### src/hw/rtl/tcvr_pkg.sv
`default_nettype none

package tcvr_pkg;

  localparam int PALETTE_ENTRIES  = 8;
  localparam int COLOUR_ROM_DEPTH = 128;

  localparam logic [8:0]  FRAME_LINES         = 9'd307;
  localparam logic [15:0] FIRST_TAG_RESET     = 16'd184;
  localparam logic [8:0]  FIRST_VISIBLE_RESET = 9'd19;
  localparam logic [9:0]  LINE_WIDTH_RESET    = 10'd640;
  localparam logic [7:0]  CURSOR_POS_RESET    = 8'd128;
  localparam logic [9:0]  BYTE_PIXELS         = 10'd8;

  typedef enum logic [1:0] {
    ACT_FRAME_START = 2'd0,
    ACT_LINE        = 2'd1,
    ACT_PIXEL       = 2'd2
  } action_t;

  typedef enum logic [1:0] {
    CFG_FIRST_TAG_ADDRESS  = 2'd0,
    CFG_FIRST_VISIBLE_LINE = 2'd1,
    CFG_LINE_WIDTH_PIXELS  = 2'd2
  } cfg_index_t;

  typedef enum logic {
    KIND_TAG   = 1'b0,
    KIND_PIXEL = 1'b1
  } kind_t;

  typedef struct packed {
    logic [15:0] next_tag_address;
    logic        next_tag_long;
    logic [15:0] pixel_data_address;
    logic        line_visible;
  } tag_word_t;

  typedef struct packed {
    logic [7:0]  plane_zero;
    logic [7:0]  plane_one;
    logic [7:0]  plane_two;
    logic [1:0]  shift;
    logic [2:0]  luma;
    logic [31:0] palette_word;
    logic        cursor_hit;
    logic        cursor_graphical;
    logic [2:0]  cursor_bit;
    logic [3:0]  cursor_colour;
    logic [6:0]  count;
    logic        line_end;
  } pixel_job_t;

  typedef struct packed {
    kind_t      kind;
    tag_word_t  tag;
    pixel_job_t pix;
  } entry_t;

  localparam logic [31:0] COLOUR_ROM [COLOUR_ROM_DEPTH] = '{
    32'hFF000000, 32'hFF800000, 32'hFF008000, 32'hFF808000,
    32'hFF000080, 32'hFF800080, 32'hFF008080, 32'hFF808080,
    32'hFF000000, 32'hFFFF0000, 32'hFF00FF00, 32'hFFFFFF00,
    32'hFF0000FF, 32'hFFFF00FF, 32'hFF00FFFF, 32'hFFFFFFFF,
    32'hFF000000, 32'hFF600000, 32'hFF008000, 32'hFF608000,
    32'hFF000080, 32'hFF600080, 32'hFF008080, 32'hFF608080,
    32'hFF000000, 32'hFFDF0000, 32'hFF00FF00, 32'hFFDFFF00,
    32'hFF0000FF, 32'hFFDF00FF, 32'hFF00FFFF, 32'hFFDFFFFF,
    32'hFF000000, 32'hFF800000, 32'hFF006000, 32'hFF806000,
    32'hFF000080, 32'hFF800080, 32'hFF006080, 32'hFF806080,
    32'hFF000000, 32'hFFFF0000, 32'hFF00DF00, 32'hFFFFDF00,
    32'hFF0000FF, 32'hFFFF00FF, 32'hFF00DFFF, 32'hFFFFDFFF,
    32'hFF000000, 32'hFF600000, 32'hFF006000, 32'hFF606000,
    32'hFF000080, 32'hFF600080, 32'hFF006080, 32'hFF606080,
    32'hFF000000, 32'hFFDF0000, 32'hFF00DF00, 32'hFFDFDF00,
    32'hFF0000FF, 32'hFFDF00FF, 32'hFF00DFFF, 32'hFFDFDFFF,
    32'hFF000000, 32'hFF800000, 32'hFF008000, 32'hFF808000,
    32'hFF000060, 32'hFF800060, 32'hFF008060, 32'hFF808060,
    32'hFF000000, 32'hFFFF0000, 32'hFF00FF00, 32'hFFFFFF00,
    32'hFF0000DF, 32'hFFFF00DF, 32'hFF00FFDF, 32'hFFFFFFDF,
    32'hFF000000, 32'hFF600000, 32'hFF008000, 32'hFF608000,
    32'hFF000060, 32'hFF600060, 32'hFF008060, 32'hFF608060,
    32'hFF000000, 32'hFFDF0000, 32'hFF00FF00, 32'hFFDFFF00,
    32'hFF0000DF, 32'hFFDF00DF, 32'hFF00FFDF, 32'hFFDFFFDF,
    32'hFF000000, 32'hFF800000, 32'hFF006000, 32'hFF806000,
    32'hFF000060, 32'hFF800060, 32'hFF006060, 32'hFF806060,
    32'hFF000000, 32'hFFFF0000, 32'hFF00DF00, 32'hFFFFDF00,
    32'hFF0000DF, 32'hFFFF00DF, 32'hFF00DFDF, 32'hFFFFDFDF,
    32'hFF000000, 32'hFF600000, 32'hFF006000, 32'hFF606000,
    32'hFF000060, 32'hFF600060, 32'hFF006060, 32'hFF606060,
    32'hFF000000, 32'hFFDF0000, 32'hFF00DF00, 32'hFFDFDF00,
    32'hFF0000DF, 32'hFFDF00DF, 32'hFF00DFDF, 32'hFFDFDFDF
  };

endpackage

`default_nettype wire

### src/hw/rtl/tcvr_front.sv
`default_nettype none

module tcvr_front import tcvr_pkg::*; (
  input  wire logic        clk,
  input  wire logic        rst,
  input  wire logic        cfg_write,
  input  wire logic [1:0]  cfg_index,
  input  wire logic [15:0] cfg_data,
  input  wire logic        accept,
  input  wire logic [1:0]  action,
  input  wire logic [15:0] tag_word_one,
  input  wire logic [15:0] tag_word_two,
  input  wire logic [15:0] plane_address_word,
  input  wire logic [15:0] next_link_word,
  input  wire logic [7:0]  plane_zero_byte,
  input  wire logic [7:0]  plane_one_byte,
  input  wire logic [7:0]  plane_two_byte,
  output logic             push,
  output entry_t           push_entry
);

  logic [15:0] first_tag_address;
  logic [8:0]  first_visible_line;
  logic [9:0]  line_width_pixels;

  logic        long_tag_pending;
  logic        palette_tag_pending;
  logic [1:0]  shift;
  logic [2:0]  luma;
  logic [31:0] palette_word;
  logic [3:0]  cursor_colour;
  logic        cursor_graphical;
  logic [7:0]  cursor_byte_pos;
  logic [2:0]  cursor_bit;
  logic        cursor_visible;
  logic [8:0]  line_count;
  logic [7:0]  byte_position;
  logic [9:0]  pixels_left;
  logic        drawing;

  logic        line_vis;
  logic        next_long;
  logic [15:0] next_addr;
  logic [1:0]  new_shift;
  logic [7:0]  cursor_pos_shifted;
  logic [9:0]  group_size;
  logic [9:0]  group_count;
  logic        group_ends_line;

  always_comb begin
    line_vis           = (line_count >= first_visible_line) && (line_count < FRAME_LINES);
    next_long          = next_link_word[1];
    next_addr          = next_long ? {next_link_word[15:3], 3'b000}
                                   : {next_link_word[15:2], 2'b00};
    new_shift          = tag_word_two[5:4];
    cursor_pos_shifted = tag_word_one[15:8] >> new_shift;
    group_size         = BYTE_PIXELS << shift;
    group_ends_line    = pixels_left <= group_size;
    group_count        = group_ends_line ? pixels_left : group_size;
  end

  always_comb begin
    push       = 1'b0;
    push_entry = '0;
    if (accept) begin
      unique case (action)
        ACT_FRAME_START: begin
          push                            = 1'b1;
          push_entry.kind                 = KIND_TAG;
          push_entry.tag.next_tag_address = first_tag_address;
        end
        ACT_LINE: begin
          push                              = 1'b1;
          push_entry.kind                   = KIND_TAG;
          push_entry.tag.next_tag_address   = next_addr;
          push_entry.tag.next_tag_long      = next_long;
          push_entry.tag.pixel_data_address = plane_address_word;
          push_entry.tag.line_visible       = line_vis;
        end
        ACT_PIXEL: begin
          push                            = drawing;
          push_entry.kind                 = KIND_PIXEL;
          push_entry.pix.plane_zero       = plane_zero_byte;
          push_entry.pix.plane_one        = plane_one_byte;
          push_entry.pix.plane_two        = plane_two_byte;
          push_entry.pix.shift            = shift;
          push_entry.pix.luma             = luma;
          push_entry.pix.palette_word     = palette_word;
          push_entry.pix.cursor_hit       = cursor_visible && (byte_position == cursor_byte_pos);
          push_entry.pix.cursor_graphical = cursor_graphical;
          push_entry.pix.cursor_bit       = cursor_bit;
          push_entry.pix.cursor_colour    = cursor_colour;
          push_entry.pix.count            = group_count[6:0];
          push_entry.pix.line_end         = group_ends_line;
        end
        default: begin
          push = 1'b0;
        end
      endcase
    end
  end

  always_ff @(posedge clk) begin
    if (rst) begin
      first_tag_address  <= FIRST_TAG_RESET;
      first_visible_line <= FIRST_VISIBLE_RESET;
      line_width_pixels  <= LINE_WIDTH_RESET;
    end else if (cfg_write) begin
      unique case (cfg_index)
        CFG_FIRST_TAG_ADDRESS:  first_tag_address  <= cfg_data;
        CFG_FIRST_VISIBLE_LINE: first_visible_line <= cfg_data[8:0];
        CFG_LINE_WIDTH_PIXELS:  line_width_pixels  <= cfg_data[9:0];
        default: ;
      endcase
    end
  end

  always_ff @(posedge clk) begin
    if (rst || (accept && action == ACT_FRAME_START)) begin
      long_tag_pending    <= 1'b0;
      palette_tag_pending <= 1'b0;
      shift               <= 2'd0;
      luma                <= 3'd0;
      palette_word        <= 32'd0;
      cursor_colour       <= 4'd0;
      cursor_graphical    <= 1'b0;
      cursor_byte_pos     <= CURSOR_POS_RESET;
      cursor_bit          <= 3'd0;
      cursor_visible      <= 1'b0;
      line_count          <= 9'd0;
      byte_position       <= 8'd0;
      pixels_left         <= rst ? LINE_WIDTH_RESET : line_width_pixels;
      drawing             <= 1'b0;
    end else if (accept && action == ACT_LINE) begin
      if (long_tag_pending) begin
        if (palette_tag_pending) begin
          palette_word <= {tag_word_two, tag_word_one};
        end else begin
          shift            <= new_shift;
          luma             <= 3'd7 - tag_word_two[2:0];
          cursor_colour    <= tag_word_one[3:0];
          cursor_graphical <= tag_word_one[4];
          cursor_bit       <= tag_word_one[7:5];
          cursor_byte_pos  <= {1'b0, cursor_pos_shifted[6:0]};
        end
      end
      long_tag_pending <= next_long;
      if (next_long) begin
        palette_tag_pending <= next_link_word[2];
      end
      cursor_visible <= cursor_visible ^ next_link_word[0];
      if (line_count < FRAME_LINES) begin
        line_count <= line_count + 9'd1;
      end
      byte_position <= 8'd0;
      pixels_left   <= line_vis ? line_width_pixels : 10'd0;
      drawing       <= line_vis && (line_width_pixels != 10'd0);
    end else if (accept && action == ACT_PIXEL && drawing) begin
      pixels_left   <= pixels_left - group_count;
      drawing       <= !group_ends_line;
      byte_position <= byte_position + 8'd1;
    end
  end

endmodule

`default_nettype wire

### src/hw/rtl/tcvr_queue.sv
`default_nettype none

module tcvr_queue import tcvr_pkg::*; #(
  parameter int DEPTH = 4
) (
  input  wire logic clk,
  input  wire logic rst,
  input  wire logic push,
  input  entry_t    push_entry,
  output logic      full,
  input  wire logic pop,
  output entry_t    head,
  output logic      empty
);

  localparam int PW = (DEPTH > 1) ? $clog2(DEPTH) : 1;
  localparam int CW = $clog2(DEPTH + 1);

  entry_t          slots [DEPTH];
  logic [PW-1:0]   rd_ptr;
  logic [PW-1:0]   wr_ptr;
  logic [CW-1:0]   fill;

  assign full  = fill == CW'(DEPTH);
  assign empty = fill == '0;
  assign head  = slots[rd_ptr];

  always_ff @(posedge clk) begin
    if (rst) begin
      rd_ptr <= '0;
      wr_ptr <= '0;
      fill   <= '0;
    end else begin
      if (push) begin
        wr_ptr <= (wr_ptr == PW'(DEPTH - 1)) ? '0 : wr_ptr + 1'b1;
      end
      if (pop) begin
        rd_ptr <= (rd_ptr == PW'(DEPTH - 1)) ? '0 : rd_ptr + 1'b1;
      end
      if (push && !pop) begin
        fill <= fill + 1'b1;
      end else if (pop && !push) begin
        fill <= fill - 1'b1;
      end
    end
  end

  always_ff @(posedge clk) begin
    if (push) begin
      slots[wr_ptr] <= push_entry;
    end
  end

endmodule

`default_nettype wire

### src/hw/rtl/tcvr_back.sv
`default_nettype none

module tcvr_back import tcvr_pkg::*; (
  input  wire logic        clk,
  input  wire logic        rst,
  input  entry_t           head,
  input  wire logic        empty,
  output logic             pop,
  output logic             result_valid,
  input  wire logic        result_stall,
  output logic             result_kind,
  output logic [15:0]      next_tag_address,
  output logic             next_tag_long,
  output logic [15:0]      pixel_data_address,
  output logic             line_visible,
  output logic [31:0]      pixel_rgba,
  output logic             group_last,
  output logic             line_end
);

  pixel_job_t  job;
  logic        active;
  logic [5:0]  pixel_index;

  logic        advance;
  logic        last_pixel;
  logic [5:0]  bit_wide;
  logic [2:0]  bit_sel;
  logic [2:0]  plane_value;
  logic [3:0]  nibble;
  logic [6:0]  rom_index;
  logic        cursor_here;
  logic [31:0] colour;

  always_comb begin
    advance     = !result_valid || !result_stall;
    last_pixel  = active && (({1'b0, pixel_index} + 7'd1) == job.count);
    pop         = advance && !empty &&
                  (!active || (last_pixel && head.kind == KIND_PIXEL));
    bit_wide    = pixel_index >> job.shift;
    bit_sel     = bit_wide[2:0];
    plane_value = {job.plane_two[bit_sel], job.plane_one[bit_sel], job.plane_zero[bit_sel]};
    nibble      = job.palette_word[{plane_value, 2'b00} +: 4];
    cursor_here = job.cursor_hit && (!job.cursor_graphical || bit_sel == job.cursor_bit);
    rom_index   = cursor_here ? {3'b000, job.cursor_colour} : {job.luma, nibble};
    colour      = COLOUR_ROM[rom_index];
  end

  always_ff @(posedge clk) begin
    if (rst) begin
      result_valid <= 1'b0;
      active       <= 1'b0;
    end else if (advance) begin
      if (active) begin
        result_valid       <= 1'b1;
        result_kind        <= KIND_PIXEL;
        next_tag_address   <= 16'd0;
        next_tag_long      <= 1'b0;
        pixel_data_address <= 16'd0;
        line_visible       <= 1'b0;
        pixel_rgba         <= colour;
        group_last         <= last_pixel;
        line_end           <= last_pixel && job.line_end;
        pixel_index        <= pixel_index + 6'd1;
        if (last_pixel) begin
          active <= 1'b0;
        end
      end else if (!empty && head.kind == KIND_TAG) begin
        result_valid       <= 1'b1;
        result_kind        <= KIND_TAG;
        next_tag_address   <= head.tag.next_tag_address;
        next_tag_long      <= head.tag.next_tag_long;
        pixel_data_address <= head.tag.pixel_data_address;
        line_visible       <= head.tag.line_visible;
        pixel_rgba         <= 32'd0;
        group_last         <= 1'b0;
        line_end           <= 1'b0;
      end else begin
        result_valid <= 1'b0;
      end
      if (pop && head.kind == KIND_PIXEL) begin
        active      <= 1'b1;
        job         <= head.pix;
        pixel_index <= 6'd0;
      end
    end
  end

endmodule

`default_nettype wire

### src/hw/rtl/tag_chain_video_renderer_unit.sv
// Path: a tag word passes through the queue and the output register; the first pixel of a
// plane-byte item passes through the queue, the job register and the output register.
// Throughput: one result word per cycle while result_stall is low; a plane-byte item gives
// 8 << shift pixels (fewer at line end), plus an empty load step after idle or a tag word.
// Reset is synchronous: configuration returns to its defaults, the frame state is cleared
// and the queue and output register are emptied.
`default_nettype none

module tag_chain_video_renderer_unit import tcvr_pkg::*; #(
  parameter int QUEUE_DEPTH = 4
) (
  input  wire logic        clk,
  input  wire logic        rst,
  input  wire logic        cfg_write,
  input  wire logic [1:0]  cfg_index,
  input  wire logic [15:0] cfg_data,
  input  wire logic        item_valid,
  output logic             item_stall,
  input  wire logic [1:0]  action,
  input  wire logic [15:0] tag_word_one,
  input  wire logic [15:0] tag_word_two,
  input  wire logic [15:0] plane_address_word,
  input  wire logic [15:0] next_link_word,
  input  wire logic [7:0]  plane_zero_byte,
  input  wire logic [7:0]  plane_one_byte,
  input  wire logic [7:0]  plane_two_byte,
  output logic             result_valid,
  input  wire logic        result_stall,
  output logic             result_kind,
  output logic [15:0]      next_tag_address,
  output logic             next_tag_long,
  output logic [15:0]      pixel_data_address,
  output logic             line_visible,
  output logic [31:0]      pixel_rgba,
  output logic             group_last,
  output logic             line_end
);

  logic   q_push;
  logic   q_full;
  logic   q_pop;
  logic   q_empty;
  entry_t q_entry;
  entry_t q_head;
  logic   accept;

  assign item_stall = q_full;
  assign accept     = item_valid && !q_full;

  tcvr_front u_front (
    .clk                (clk),
    .rst                (rst),
    .cfg_write          (cfg_write),
    .cfg_index          (cfg_index),
    .cfg_data           (cfg_data),
    .accept             (accept),
    .action             (action),
    .tag_word_one       (tag_word_one),
    .tag_word_two       (tag_word_two),
    .plane_address_word (plane_address_word),
    .next_link_word     (next_link_word),
    .plane_zero_byte    (plane_zero_byte),
    .plane_one_byte     (plane_one_byte),
    .plane_two_byte     (plane_two_byte),
    .push               (q_push),
    .push_entry         (q_entry)
  );

  tcvr_queue #(
    .DEPTH (QUEUE_DEPTH)
  ) u_queue (
    .clk        (clk),
    .rst        (rst),
    .push       (q_push),
    .push_entry (q_entry),
    .full       (q_full),
    .pop        (q_pop),
    .head       (q_head),
    .empty      (q_empty)
  );

  tcvr_back u_back (
    .clk                (clk),
    .rst                (rst),
    .head               (q_head),
    .empty              (q_empty),
    .pop                (q_pop),
    .result_valid       (result_valid),
    .result_stall       (result_stall),
    .result_kind        (result_kind),
    .next_tag_address   (next_tag_address),
    .next_tag_long      (next_tag_long),
    .pixel_data_address (pixel_data_address),
    .line_visible       (line_visible),
    .pixel_rgba         (pixel_rgba),
    .group_last         (group_last),
    .line_end           (line_end)
  );

`ifndef SYNTH
  a_no_push_when_full: assert property (@(posedge clk) disable iff (rst)
    q_push |-> !q_full)
    else $error("queue written while full");

  a_no_pop_when_empty: assert property (@(posedge clk) disable iff (rst)
    q_pop |-> !q_empty)
    else $error("queue read while empty");

  a_pixel_job_nonempty: assert property (@(posedge clk) disable iff (rst)
    (q_pop && q_head.kind == KIND_PIXEL) |-> (q_head.pix.count != 7'd0))
    else $error("pixel job with no pixels");
`endif

endmodule

`default_nettype wire
### config.mk
export PLATFORM = sky130hd
export DESIGN_NAME = tag_chain_video_renderer_unit
export DESIGN_NICKNAME = d
export VERILOG_FILES = /design/src/hw/rtl/tcvr_pkg.sv /design/src/hw/rtl/tcvr_front.sv /design/src/hw/rtl/tcvr_queue.sv /design/src/hw/rtl/tcvr_back.sv /design/src/hw/rtl/tag_chain_video_renderer_unit.sv
export SDC_FILE = /design/constraint.sdc
export NUM_CORES = 1
export LEC_CHECK = 0
export BUFFER_PORTS_ARGS = -buffer_cell sky130_fd_sc_hd__buf_2
export CAP_MARGIN = 20
export CORE_MARGIN = 4
export CORE_UTILIZATION = 65
export DETAILED_ROUTE_END_ITERATION = 10
export GPL_ROUTABILITY_DRIVEN = 0
export PLACE_DENSITY = 0.9
export SYNTH_ARGS = -nofsm -noshare
export SYNTH_HDL_FRONTEND = slang
export SYNTH_SLANG_ARGS = --single-unit
export TNS_END_PERCENT = 5
### constraint.sdc
create_clock -name clk -period 17.8 [get_ports clk]
set_clock_uncertainty 0.1 [all_clocks]
set_input_delay 3.56 -clock clk [delete_from_list [all_inputs] [get_ports clk]]
set_output_delay 3.56 -clock clk [all_outputs]
set_load 0.03 [all_outputs]
==> results.json <==
{
  "run_status": "finished clean",
  "final.period_utilization_pct": 36.1,
  "cts_resized": 0,
  "share_of_post_route_cells_with_drive_strength_above_1_pct": 22.4,
  "unrepaired_setup_endpoints_after_global_routing": "no",
  "critPathKind": "input port to flip-flop",
  "timing.reg2reg.worst_path_depth": 10,
  "clk_path_buf_depth": 3,
  "critPathTopFamily": "buffers and inverters",
  "crit_chain": "buf_2 > nand2b_1 > a21oi_1 > and2_4 > buf_4",
  "dr_total_vias": 16500,
  "power.leakage_uw": 0.0112,
  "post_cts_buffers": 0,
  "power.net_switching_uw": 1330,
  "synth.lib_cells_used.distinct": 58,
  "multi_input_comb_area_sq_um": 7550,
  "cp_data_required_time_ns": 17.90,
  "number_of_primary_i_o_pins": 184,
  "synthFlopType": "sky130_fd_sc_hd__edfxtp_1",
  "floorplan.initialDensity_pct": 65.8,
  "area_delta_synth_final_pct": 12.7,
  "timing.final.crit_period_ns": 6.43,
  "netlist_area_sq_um": 28400,
  "ys_ff_latch": 716,
  "die_h_um": 217,
  "synth_xor_xnor_area_share_pct": 1.39,
  "synth_warnings": 0,
  "critical_path.max_stage_delay_ns": 0.89,
  "power-per-cell-area_nw_per_um2": 144,
  "cp_max_fo": 62,
  "timing.hold.worst.class": "flip-flop to flip-flop",
  "drcViolationCount": 0,
  "combinationalPowerShare_pct": 22.9,
  "synth_cells": 1751,
  "power.share.sequential_pct": 45.8,
  "critical_path.slowest_cell": "sky130_fd_sc_hd__buf_4",
  "synthesis.nets": 1892,
  "synth_common_cells": "sky130_fd_sc_hd__edfxtp_1, sky130_fd_sc_hd__nand2_1, sky130_fd_sc_hd__dfxtp_1",
  "slew_violations": 0,
  "fmaxAchievable_mhz": 156,
  "wire_length_of_the_first_global_routing_pass_mm": 101,
  "grt_pass1_vias": 16800,
  "synth_fa_ha_area_share_pct": 1.26,
  "worst_slew_pin_slew_ns": 1.08,
  "setup.worst_path.end_class": "flip-flop",
  "groute.usage.overall_pct": 28.4,
  "timing.max_cap.violations": 0,
  "antenna_found_initial": 5,
  "clk_pin_slew_ns": 0.06,
  "post_synth_main_area_contributors": "sky130_fd_sc_hd__edfxtp_1, sky130_fd_sc_hd__mux4_2, sky130_fd_sc_hd__dfxtp_1",
  "worstPathArrival_ns": 6.52,
  "fp.dieArea_sq_um": 47100,
  "hold-path-cell-count": 2,
  "aggregate_negative_setup_slack_ns": 0,
  "basic_gate_share_of_the_synthesized_area_counting_and_or_nand_and_nor_cells_pct": 8.31,
  "part_of_the_yosys_area_used_for_sequential_elements_pct": 71.4,
  "ir_drop_uv": 98.8,
  "viasPerCell": 6.46,
  "finalPower_uw": 4620,
  "global_route.overflow_total": 0,
  "synthMostInstantiatedCell": "sky130_fd_sc_hd__edfxtp_1",
  "cts.root.buffer_cell": "sky130_fd_sc_hd__clkbuf_16",
  "finalSetupViolCount": 0,
  "detail_route.wirelength_mm": 66.5,
  "synth_top_family_by_area": "multiplexers",
  "row_count": 76,
  "startpoint_type": "input port",
  "netlist.top_cell.by_area": "sky130_fd_sc_hd__edfxtp_1",
  "cts.hold.buffers_added": 0,
  "hold_viol": 0,
  "nNetsFinal": 2064,
  "post-synth-top-area-fraction_pct": 63.0,
  "number_of_buffers_added_by_the_clock_tree_synthesis_step": 68,
  "relSlewSlack_pct": 27.9,
  "proportion_of_power_drawn_by_the_clock_network_pct": 31.3,
  "antennaDiodeCount": 0,
  "worstSkewPairLatency_ns": 0.58,
  "synth_compound_area_share_pct": 3.27,
  "cts_tree": "done",
  "synth_enable_flop_cells": 596,
  "coreArea_sq_um": 43200,
  "antenna_violating_nets_post_route": 0,
  "postLayoutCellArea_sq_um": 32000,
  "worstSetupPathDepth": 5,
  "detailedRoute.firstIterationViolations": 1968,
  "internal-power_uw": 3290,
  "postSynthAreaPerCell_sq_um": 16.2,
  "synth.area.mux_share_pct": 12.2,
  "seqCellArea_sq_um": 20300,
  "port-buffer-count": 183,
  "synth_async_sr_flop_share_pct": 0,
  "htreeDepth": 3,
  "detailedPlacementHpwl_mm": 37.8,
  "die_width_um": 217,
  "grt_max_degree": 78,
  "power_switching_share_pct": 28.7,
  "placed_area_sq_um": 29800,
  "numClockSinks": 716,
  "cp_buf_inv_count": 2,
  "avgRoutedWirePerCell_um": 26.0,
  "drtPass1Iterations": 5,
  "fillerInstances": 2305
}
## per-layer routing
metal	up-vias	GRT usage [%]	wire length, um
li1	6921	-	-
met5	-	0	34
met3	190	5.25	6420
met4	4	9.46	2160
met2	1155	49.1	34500
met1	8265	36.9	23400
## worst min-delay path: cells and delay by family, from the launching register on
| family | cells | cell delay, ns |
|---|---|---|
| AOI/OAI and AO/OA | 1 | 0.05 |
| DFF | 1 | 0.31 |
| and+or+nand+nor | 1 | 0.05 |
## layout make-up
class                   instances  area share (%)
clock buffers                  96            6.06
clock inverters                24           0.820
inverters                      31           0.363
multi-input cells             900            23.6
flip-flops and latches        716            63.4
well taps                     585            2.29
repair buffers                206            3.48
## state kept, by name, summed over array words and instances (netlist names), 6 cells and up, named ones only
signal and flops:
u_back.pixel_data_address 16, u_front.byte_position 8, u_front.palette_word 32, u_front.line_count 9
u_front.first_tag_address 16, u_back.next_tag_address 16, u_front.pixels_left 10, u_back.pixel_index 6
u_back.pixel_rgba 13, u_front.line_width_pixels 10, u_queue.slots 452, u_front.first_visible_line 9
u_back.job 78, u_front.cursor_byte_pos 8
## logic make-up (layout without fill, tap and decap cells)
group | Yosys count | count (layout)
adder cells (fa/ha/maj) | 28 | 28
XOR/XNOR | 45 | 45
AO/OA/AOI/OAI | 154 | 154
flip-flops | 716 | 716
buffers and inverters | 135 | 357
multiplexers | 196 | 196
AND/OR/NAND/NOR | 476 | 476
other | 1 | 1
## stage by stage
| step | std cells | setup slack, ns | hold slack, ns | util, % |
|---|---|---|---|---|
| after global routing | 2558 | 11.26 | 0.371 | 74.2 |
| final | 2558 | 11.37 | 0.356 | 74.2 |
| after global placement | 2436 | 10.91 | 0.337 | 69.0 |
| after CTS | 2556 | 11.42 | 0.355 | 74.1 |
| after detailed placement | 2436 | 10.80 | 0.344 | 69.0 |
| after floorplan | 1751 | 9.60 | 0.332 | - |
## worst paths after layout
check | from | to | slack [ns]
min | u_front.first_tag_address[11] | u_front.first_tag_address[11] | 0.36
max | action[0] | u_queue.slots[2][29] | 11.37
max reg2reg | u_back.pixel_index[0] | u_back.job[9] | 12.45
min reg2reg | u_front.first_tag_address[11] | u_front.first_tag_address[11] | 0.36
## power by group through the flow
stage | Sequential, uW | Combinational, uW | Clock, uW
5_1_grt | 2130 | 1120 | 1530
6_report | 2120 | 1060 | 1440
2_1_floorplan | 2170 | 721 | 0
3_3_place_gp | 2130 | 984 | 0
4_1_cts | 2120 | 1050 | 1450
3_5_place_dp | 2140 | 1020 | 0
## cell usage in the layout, fill, tap and decap left out, types with 7 or more instances in the layout
master	n
sky130_fd_sc_hd__edfxtp_1	596
sky130_fd_sc_hd__buf_2	183
sky130_fd_sc_hd__nand2_1	157
sky130_fd_sc_hd__mux4_2	117
sky130_fd_sc_hd__dfxtp_1	117
sky130_fd_sc_hd__nor2_1	91
sky130_fd_sc_hd__and2_1	79
sky130_fd_sc_hd__a21oi_1	78
sky130_fd_sc_hd__mux2i_1	73
sky130_fd_sc_hd__clkbuf_16	71
sky130_fd_sc_hd__nor2b_1	39
sky130_fd_sc_hd__inv_1	30
sky130_fd_sc_hd__ha_1	27
sky130_fd_sc_hd__xor2_1	26
sky130_fd_sc_hd__and3_1	25
sky130_fd_sc_hd__o21ai_0	22
sky130_fd_sc_hd__buf_4	21
sky130_fd_sc_hd__xnor2_1	19
sky130_fd_sc_hd__nand2b_1	18
sky130_fd_sc_hd__clkbuf_1	18
sky130_fd_sc_hd__nand3_1	16
sky130_fd_sc_hd__a211oi_1	9
sky130_fd_sc_hd__nand4_1	7
sky130_fd_sc_hd__nor4_1	7
sky130_fd_sc_hd__nand3b_1	7
sky130_fd_sc_hd__a21o_1	7
sky130_fd_sc_hd__clkbuf_8	7
Power figures use the tool's default switching activity.
